===== src/rtl/mouse_motion_coalescer_top_assert.svh =====
// ----------------------------------------------------------------------------
// mouse motion coalescer assertion macros
// clocked on clk_i, disabled while rst_ni is low
// ----------------------------------------------------------------------------
`ifndef MOUSE_MOTION_COALESCER_TOP_ASSERT_SVH
`define MOUSE_MOTION_COALESCER_TOP_ASSERT_SVH

// same-cycle implication
`define MMC_ASSERT_NOW(lbl, ante, cons) \
  lbl: assert property (@(posedge clk_i) disable iff (!rst_ni) (ante) |-> (cons)) \
    else $error("mmc assertion failed");

// next-cycle implication
`define MMC_ASSERT_NEXT(lbl, ante, cons) \
  lbl: assert property (@(posedge clk_i) disable iff (!rst_ni) (ante) |=> (cons)) \
    else $error("mmc assertion failed");

`endif


===== src/rtl/mmc_pkg.sv =====
// ----------------------------------------------------------------------------
// mmc_pkg
// types and constants of the mouse motion coalescer
// ----------------------------------------------------------------------------
`default_nettype none

package mmc_pkg;

  typedef enum logic [1:0] {
    CMD_PUSH  = 2'd0,
    CMD_SEND  = 2'd1,
    CMD_CLEAR = 2'd2
  } mmc_cmd_e;

  localparam logic [7:0]         BUTTON_MASK = 8'h1F;
  localparam logic signed [15:0] XY_LIMIT    = 16'sd32767;
  localparam logic signed [7:0]  WHEEL_LIMIT = 8'sd127;
  localparam logic signed [31:0] RES_MAX     = 32'sh7FFF_FFFF;
  localparam logic signed [31:0] RES_MIN     = 32'sh8000_0000;

  typedef struct packed {
    logic [1:0]         command;
    logic signed [15:0] move_x;
    logic signed [15:0] move_y;
    logic signed [7:0]  scroll;
    logic [7:0]         button_byte;
    logic               link_connected;
    logic               link_accepts;
  } mmc_in_t;

  typedef struct packed {
    logic [4:0]         report_buttons;
    logic signed [15:0] report_x;
    logic signed [15:0] report_y;
    logic signed [7:0]  report_scroll;
    logic [6:0]         events_consumed;
  } mmc_out_t;

  typedef struct packed {
    logic signed [15:0] dx;
    logic signed [15:0] dy;
    logic signed [7:0]  wheel;
    logic [4:0]         buttons;
    logic               changed;
  } mmc_entry_t;

endpackage

`default_nettype wire


===== src/rtl/mouse_motion_coalescer_top.sv =====
// ----------------------------------------------------------------------------
// mouse_motion_coalescer_top
// ring of mouse events folded into clamped reports on send ticks
// ----------------------------------------------------------------------------
// Usage:
//   An item is taken on a rising edge with start high and busy low.
//   Push and clear items, and send ticks that find the link disconnected
//   or the ring empty, finish without leaving idle; busy stays low.
//   A send tick over N queued events walks the ring through the memory
//   read port, one entry per cycle, then clamps the sums and finishes; busy is
//   high meanwhile. The walk length, set by the single registered read
//   port and the shared accumulator, bounds the rate of send ticks.
//   If the tick saw motion or a button change, the report appears on
//   result_o with result_valid_o high for exactly one cycle, the same
//   cycle in which busy falls. The receiver cannot stall; the strobe is not held.
//   A new item may be started in the same cycle the report is shown.
//   Reset empties the ring and zeroes residuals and button history; the
//   event memory itself is not cleared and needs no clearing pass.
// ----------------------------------------------------------------------------
`default_nettype none

module mouse_motion_coalescer_top #(
  parameter int RING_DEPTH = 64
) (
  input  wire logic             clk_i,
  input  wire logic             rst_ni,
  input  wire logic             start,
  output logic                  busy,
  input  wire mmc_pkg::mmc_in_t item_i,
  output logic                  result_valid_o,
  output mmc_pkg::mmc_out_t     result_o
);

  import mmc_pkg::*;

  localparam int PTR_W = (RING_DEPTH > 1) ? $clog2(RING_DEPTH) : 1;
  localparam int OCC_W = $clog2(RING_DEPTH + 1);
  localparam int SUM_W = 33 + OCC_W;

  localparam logic [PTR_W-1:0] PTR_LAST = PTR_W'(RING_DEPTH - 1);
  localparam logic [OCC_W-1:0] OCC_FULL = OCC_W'(RING_DEPTH);

  localparam logic signed [SUM_W-1:0] XY_HI = SUM_W'(XY_LIMIT);
  localparam logic signed [SUM_W-1:0] XY_LO = -SUM_W'(XY_LIMIT);
  localparam logic signed [SUM_W-1:0] WH_HI = SUM_W'(WHEEL_LIMIT);
  localparam logic signed [SUM_W-1:0] WH_LO = -SUM_W'(WHEEL_LIMIT);
  localparam logic signed [SUM_W-1:0] RS_HI = SUM_W'(RES_MAX);
  localparam logic signed [SUM_W-1:0] RS_LO = SUM_W'(RES_MIN);

  typedef enum logic [3:0] {
    S_IDLE   = 4'b0001,
    S_WALK   = 4'b0010,
    S_CLAMP  = 4'b0100,
    S_FINISH = 4'b1000
  } state_e;

  function automatic logic [PTR_W-1:0] advance(input logic [PTR_W-1:0] p);
    logic [PTR_W-1:0] nxt;
    nxt = (p == PTR_LAST) ? '0 : p + PTR_W'(1);
    return nxt;
  endfunction

  function automatic logic signed [15:0] clamp_xy(input logic signed [SUM_W-1:0] v);
    logic signed [15:0] c;
    if (v > XY_HI) begin
      c = XY_LIMIT;
    end else if (v < XY_LO) begin
      c = -XY_LIMIT;
    end else begin
      c = v[15:0];
    end
    return c;
  endfunction

  function automatic logic signed [7:0] clamp_wh(input logic signed [SUM_W-1:0] v);
    logic signed [7:0] c;
    if (v > WH_HI) begin
      c = WHEEL_LIMIT;
    end else if (v < WH_LO) begin
      c = -WHEEL_LIMIT;
    end else begin
      c = v[7:0];
    end
    return c;
  endfunction

  function automatic logic signed [31:0] sat32(input logic signed [SUM_W-1:0] v);
    logic signed [31:0] r;
    if (v > RS_HI) begin
      r = RES_MAX;
    end else if (v < RS_LO) begin
      r = RES_MIN;
    end else begin
      r = v[31:0];
    end
    return r;
  endfunction

  // control state
  state_e             state_q, state_d;
  logic [PTR_W-1:0]   wp_q, wp_d, rp_q, rp_d, p_q, p_d;
  logic [OCC_W-1:0]   occ_q, occ_d, cnt_q, cnt_d;
  logic signed [31:0] res_x_q, res_x_d, res_y_q, res_y_d, res_w_q, res_w_d;
  logic [4:0]         sent_q, sent_d;
  logic [7:0]         last_q, last_d;
  logic               rvalid_q, rvalid_d;
  logic               valid_q, valid_d;
  logic               accepts_q, accepts_d;
  logic               moved_q, moved_d, chg_q, chg_d;

  // datapath
  logic signed [SUM_W-1:0] sx_q, sx_d, sy_q, sy_d, sw_q, sw_d;
  logic [4:0]              btn_q, btn_d;
  logic signed [15:0]      cx_q, cx_d, cy_q, cy_d;
  logic signed [7:0]       cw_q, cw_d;
  mmc_out_t                result_q, result_d;
  logic [OCC_W+6:0]        occ_ext;

  // event memory
  mmc_entry_t ring_q [RING_DEPTH];
  mmc_entry_t rdata_q;
  mmc_entry_t wdata;
  logic       mem_we;

  logic accept;
  logic issue;

  assign accept  = start && state_q == S_IDLE;
  assign issue   = cnt_q != occ_q;
  assign occ_ext = (OCC_W + 7)'(occ_q);

  assign wdata.dx      = item_i.move_x;
  assign wdata.dy      = item_i.move_y;
  assign wdata.wheel   = item_i.scroll;
  assign wdata.buttons = 5'(item_i.button_byte & BUTTON_MASK);
  assign wdata.changed = item_i.button_byte != last_q;

  always_comb begin
    state_d   = state_q;
    wp_d      = wp_q;
    rp_d      = rp_q;
    p_d       = p_q;
    occ_d     = occ_q;
    cnt_d     = cnt_q;
    res_x_d   = res_x_q;
    res_y_d   = res_y_q;
    res_w_d   = res_w_q;
    sent_d    = sent_q;
    last_d    = last_q;
    rvalid_d  = 1'b0;
    valid_d   = 1'b0;
    accepts_d = accepts_q;
    moved_d   = moved_q;
    chg_d     = chg_q;
    sx_d      = sx_q;
    sy_d      = sy_q;
    sw_d      = sw_q;
    btn_d     = btn_q;
    cx_d      = cx_q;
    cy_d      = cy_q;
    cw_d      = cw_q;
    result_d  = result_q;
    mem_we    = 1'b0;

    case (state_q)
      S_IDLE: begin
        if (accept) begin
          case (item_i.command)
            CMD_PUSH: begin
              mem_we = 1'b1;
              last_d = item_i.button_byte;
              wp_d   = advance(wp_q);
              if (occ_q != OCC_FULL) begin
                occ_d = occ_q + OCC_W'(1);
              end else begin
                rp_d = advance(rp_q);
              end
            end
            CMD_SEND: begin
              if (item_i.link_connected && occ_q != '0) begin
                sx_d      = SUM_W'(res_x_q);
                sy_d      = SUM_W'(res_y_q);
                sw_d      = SUM_W'(res_w_q);
                btn_d     = sent_q;
                moved_d   = 1'b0;
                chg_d     = 1'b0;
                p_d       = rp_q;
                cnt_d     = '0;
                accepts_d = item_i.link_accepts;
                state_d   = S_WALK;
              end
            end
            CMD_CLEAR: begin
              wp_d    = '0;
              rp_d    = '0;
              occ_d   = '0;
              res_x_d = '0;
              res_y_d = '0;
              res_w_d = '0;
              sent_d  = '0;
              last_d  = '0;
            end
            default: begin
            end
          endcase
        end
      end
      S_WALK: begin
        rvalid_d = issue;
        if (issue) begin
          p_d   = advance(p_q);
          cnt_d = cnt_q + OCC_W'(1);
        end
        if (rvalid_q) begin
          sx_d  = sx_q + SUM_W'(rdata_q.dx);
          sy_d  = sy_q + SUM_W'(rdata_q.dy);
          sw_d  = sw_q + SUM_W'(rdata_q.wheel);
          btn_d = rdata_q.buttons;
          chg_d = chg_q || rdata_q.changed;
          if (rdata_q.dx != '0 || rdata_q.dy != '0 || rdata_q.wheel != '0) begin
            moved_d = 1'b1;
          end
        end
        if (!issue && !rvalid_q) begin
          state_d = S_CLAMP;
        end
      end
      S_CLAMP: begin
        cx_d    = clamp_xy(sx_q);
        cy_d    = clamp_xy(sy_q);
        cw_d    = clamp_wh(sw_q);
        state_d = S_FINISH;
      end
      S_FINISH: begin
        if (moved_q || chg_q) begin
          valid_d                  = 1'b1;
          result_d.report_buttons  = btn_q;
          result_d.report_x        = cx_q;
          result_d.report_y        = cy_q;
          result_d.report_scroll   = cw_q;
          result_d.events_consumed = occ_ext[6:0];
          if (accepts_q) begin
            res_x_d = sat32(sx_q - SUM_W'(cx_q));
            res_y_d = sat32(sy_q - SUM_W'(cy_q));
            res_w_d = sat32(sw_q - SUM_W'(cw_q));
            sent_d  = btn_q;
            rp_d    = wp_q;
            occ_d   = '0;
          end
        end
        state_d = S_IDLE;
      end
      default: begin
        state_d = S_IDLE;
      end
    endcase
  end

  always_ff @(posedge clk_i or negedge rst_ni) begin
    if (!rst_ni) begin
      state_q   <= S_IDLE;
      wp_q      <= '0;
      rp_q      <= '0;
      p_q       <= '0;
      occ_q     <= '0;
      cnt_q     <= '0;
      res_x_q   <= '0;
      res_y_q   <= '0;
      res_w_q   <= '0;
      sent_q    <= '0;
      last_q    <= '0;
      rvalid_q  <= 1'b0;
      valid_q   <= 1'b0;
      accepts_q <= 1'b0;
      moved_q   <= 1'b0;
      chg_q     <= 1'b0;
    end else begin
      state_q   <= state_d;
      wp_q      <= wp_d;
      rp_q      <= rp_d;
      p_q       <= p_d;
      occ_q     <= occ_d;
      cnt_q     <= cnt_d;
      res_x_q   <= res_x_d;
      res_y_q   <= res_y_d;
      res_w_q   <= res_w_d;
      sent_q    <= sent_d;
      last_q    <= last_d;
      rvalid_q  <= rvalid_d;
      valid_q   <= valid_d;
      accepts_q <= accepts_d;
      moved_q   <= moved_d;
      chg_q     <= chg_d;
    end
  end

  always_ff @(posedge clk_i) begin
    sx_q     <= sx_d;
    sy_q     <= sy_d;
    sw_q     <= sw_d;
    btn_q    <= btn_d;
    cx_q     <= cx_d;
    cy_q     <= cy_d;
    cw_q     <= cw_d;
    result_q <= result_d;
  end

  always_ff @(posedge clk_i) begin
    if (mem_we) begin
      ring_q[wp_q] <= wdata;
    end
    rdata_q <= ring_q[p_q];
  end

  assign busy           = state_q != S_IDLE;
  assign result_valid_o = valid_q;
  assign result_o       = result_q;

`include "mouse_motion_coalescer_top_assert.svh"

  `MMC_ASSERT_NOW(a_report_after_finish, valid_q, $past(state_q) == S_FINISH)
  `MMC_ASSERT_NOW(a_occ_bound, 1'b1, occ_q <= OCC_FULL)
  `MMC_ASSERT_NOW(a_walk_count, state_q == S_WALK, cnt_q <= occ_q)
  `MMC_ASSERT_NOW(a_ptr_range, 1'b1, wp_q <= PTR_LAST && rp_q <= PTR_LAST && p_q <= PTR_LAST)
  `MMC_ASSERT_NEXT(a_send_walks, accept && item_i.command == CMD_SEND && item_i.link_connected && occ_q != '0, state_q == S_WALK && busy)

endmodule

`default_nettype wire

===== config.mk =====
export PLATFORM = sky130hd
export DESIGN_NAME = mouse_motion_coalescer_top
export DESIGN_NICKNAME = d
export VERILOG_FILES = /design/src/rtl/mmc_pkg.sv /design/src/rtl/mouse_motion_coalescer_top.sv
export VERILOG_INCLUDE_DIRS = /design/src /design/src/rtl
export SDC_FILE = /design/constraint.sdc
export NUM_CORES = 2
export LEC_CHECK = 0
export BUFFER_PORTS_ARGS = -buffer_cell sky130_fd_sc_hd__buf_2
export CAP_MARGIN = 20
export CELL_PAD_IN_SITES_DETAIL_PLACEMENT = 1
export CELL_PAD_IN_SITES_GLOBAL_PLACEMENT = 1
export CORE_ASPECT_RATIO = 1.75
export CORE_MARGIN = 4
export CORE_UTILIZATION = 45
export CTS_BUF_LIST = sky130_fd_sc_hd__clkbuf_4
export DETAILED_ROUTE_END_ITERATION = 8
export PLACE_DENSITY = 0.76
export SLEW_MARGIN = 20
export SYNTH_ARGS = -nofsm -noshare
export SYNTH_HDL_FRONTEND = slang
export SYNTH_SLANG_ARGS = --single-unit

===== constraint.sdc =====
create_clock -name clk_i -period 10.45 [get_ports clk_i]
set_input_delay 0 -clock clk_i [delete_from_list [all_inputs] [get_ports clk_i]]
set_output_delay 0 -clock clk_i [all_outputs]
set_load 0.05 [all_outputs]

==> out/summary.txt <==
Post-synth top area share: 0.678
Routability cong.: 0.867
Outcome: finished clean
Sum Neg Setup Slack: 0 ns
Worst Tran Pin Value: 1.17 ns
Top Ports: 109
Clock sinks: 3357
Gr usage total: 0.248
Critical path launch point type: flip-flop
Nets: 8473
Ys flop type: edfxtp_1
Setup Fix Bufs, Post-CTS: 0
Hold Path Class: in -> async
Port Buf Inserts: 108
Fin. max-slew vios: 0
Synth area leaders: edfxtp_1, mux4_2, dfrtp_1
Final wirelength: 400000 um
Vias per cell: 6.10
Drt drc: 0
Hold WS: 0.264 ns
Core ar.: 309000 sq um
Root Buffer: clkbuf_4
EDFF count, synth: 3161
H-Tree Level Count: 6
Vias: 78300
CTS buffer count: 715
Synth Cell Area: 140000 sq um
First DRT Iteration DRCs: 8158
Synthesis warning total: 0
Die width: 429 um
Num rows: 270
RSZ-0062 raised after global routing: no
Final hold violations: 0
WP data arrival: 6.03 ns
First-pass GRT wire length: 585000 um
Die area: 320000 sq um
# resized after CTS: 0
Required time worst endpoint: 11.40 ns
Crit-path max FO: 31
Synthesized flop and latch total: 3357
Remaining antenna violation count: 0
Vias in the first global route: 84900
Worst IR Drop VDD: 202 uV
Initial antenna violation count: 30
Setup Crit Path Kind: reg -> reg
Final Setup Violations: 0
Slew HR: 0.216
Starting Density: 0.453
TritonCTS clock tree: yes
Clock Pin Slew Worst Setup and Hold Paths: 0.07 ns
Leakage: 51.8 nW
Critical Path End Type: flip-flop
Post-Syn Area per Cell: 19.0 sq um
Asr flop ratio synth: 0.0447
DR WL/cell: 31.2 um
Sequential area share after synthesis: 0.712
Clock Path Buffers: 4
Synthesis-to-finish area growth: 12.0%
Final min period: 5.08 ns
Initial DRT Pass Iterations: 6
Cell variety after synth: 88
Placed Area: 146000 sq um
Final cycle utilization of the critical path: 0.486
Die H: 746 um
Design Area, Final: 157000 sq um
PD cells: 226 nW/um^2
Grt total ovfl: 0
Max-cap violations: 0
Clock Latency Late Sink: 1.37 ns
Cells after Synth: 7382
Filler Cell Count: 28800
Largest net degree at the start of global routing: 148
Final Skew: 0.0732 ns
Fmax: 197 MHz
Top cell type by total area after synthesis: edfxtp_1
HPWL after detailed placement: 249000 um
Syn_nets: 7683
Layout cells sized above 1: 0.281
==> per-layer routing <==
metal	vias to the layer above	track usage	routed length [um]	share of wire
met5	-	0	117	0.00029
met4	18	0.122	21700	0.054
met3	972	0.0412	26900	0.067
met2	3757	0.453	215000	0.54
met1	41200	0.282	136000	0.34
li1	32400	-	-	-
==> worst max-delay path, stage by stage, from the launching register on <==
cell and delay, ns:
dfstp_2 0.62, nor4b_1 0.45, inv_1 0.22, nor3_1 0.32, and2_1 0.57, nor2b_1 0.56, nand2_1 0.37, buf_4 0.31
nor2_4 0.53, buf_4 0.66
==> timing repair <==
item / 4_1_cts / 5_1_grt
setup endpoints to repair: 0 / 0
endpoints found under the hold margin: 3445 / 0
hold buffers: 128 / 0
==> cells in the final DEF, fill, tap and decap left out, types with 143 or more instances in the layout <==
master	netlist	final
buf_4	6	170
a21oi_1	239	239
mux4_2	945	945
ha_1	240	240
o21ai_0	274	269
clkinv_1	0	182
nand2_1	391	391
nor2_1	284	220
edfxtp_1	3161	3161
dfrtp_1	149	143
clkbuf_4	0	991
==> power by group <==
| part | switching (mW) | leakage [nW] | internal [mW] |
|---|---|---|---|
| combinational | 5.42 | 15.5 | 4.61 |
| clock | 5.11 | 5.32 | 4.78 |
| sequential | 0.514 | 31.0 | 14.9 |
==> path summary, 6_finish.rpt <==
kind,to,depth (start not counted),startpoint,slack (ns)
hold / removal,sent_q[0],5,rst_ni,0.26
max in group asynchronous,res_y_q[30],6,rst_ni,9.04
setup reg to reg,ring_q[52][19],9,state_q[0],5.37
hold reg to reg,result_o[37],0,cx_q[6],0.46
min in group clk_i,ring_q[53][43],4,item_i[47],0.28
setup / recovery,ring_q[52][19],9,state_q[0],5.37
==> state kept, by name, summed over array words and instances (netlist names), 6 cells and up <==
signal and count:
p_q 6, ring_q 2944, cw_q 8, cy_q 16, wp_q 6, rdata_q 46, cx_q 16, cnt_q 7
sy_q 40, rp_q 6, res_w_q 32, sx_q 40, sw_q 40, res_x_q 32, occ_q 7, result_o 52
last_q 8, res_y_q 32
==> area by class of cell <==
class	instances	area (sq um)	share of cell area
multi-input combinational	3578	39100	0.250
tap	4080	5100	0.0326
sequential	3357	99600	0.636
clock buffer	991	7440	0.0475
inverter	107	402	0.00256
clock inverter	273	1540	0.00985
antenna	26	65.1	0.000415
timing repair buffer	413	3410	0.0217
==> through the flow <==
| step | util | cells | worst slack (ns) | power, mW |
|---|---|---|---|---|
| after detailed placement | 0.473 | 11400 | 5.46 | 25.7 |
| after global routing | 0.507 | 12800 | 4.93 | 36.9 |
| after global placement | 0.473 | 11400 | 5.52 | 25.5 |
| after CTS | 0.507 | 12800 | 5.44 | 35.6 |
| final | 0.507 | 12800 | 5.37 | 35.3 |
| after floorplan | - | 7382 | 5.18 | 22.2 |
==> kinds of logic after synthesis <==
| logic type | synth area share |
|---|---|
| flops | 0.712 |
| simple gates | 0.0368 |
| compound gates | 0.0474 |
| mux | 0.156 |
| buf+inv | 0.0124 |
| fa+ha+maj | 0.0223 |
| xor+xnor | 0.0134 |
==> synth_stat cells, drive strengths merged, types with 7 or more instances <==
cell type  number
and4            9
buf           116
nand4          63
a31o            7
nor4b           8
nand3b          8
dfrtp         149
nand3          81
mux2i          26
inv           107
o21bai         30
nor2          284
o21ai         282
a31oi          36
nor3           46
a221o          50
xnor2         110
and3           30
or3            14
o31a           10
nor3b           8
nor4           52
a211oi         31
a21oi         240
o31ai          24
nand2         391
o21a           35
mux2           23
edfxtp       3161
clkbuf        224
dfxtp          46
a21boi         12
xor2          104
ha            240
mux4          945
nor2b          27
or2            11
and2           32
nand2b         36
a21o          127
a22o           22
o211ai         44
Power figures use the tool's default switching activity.
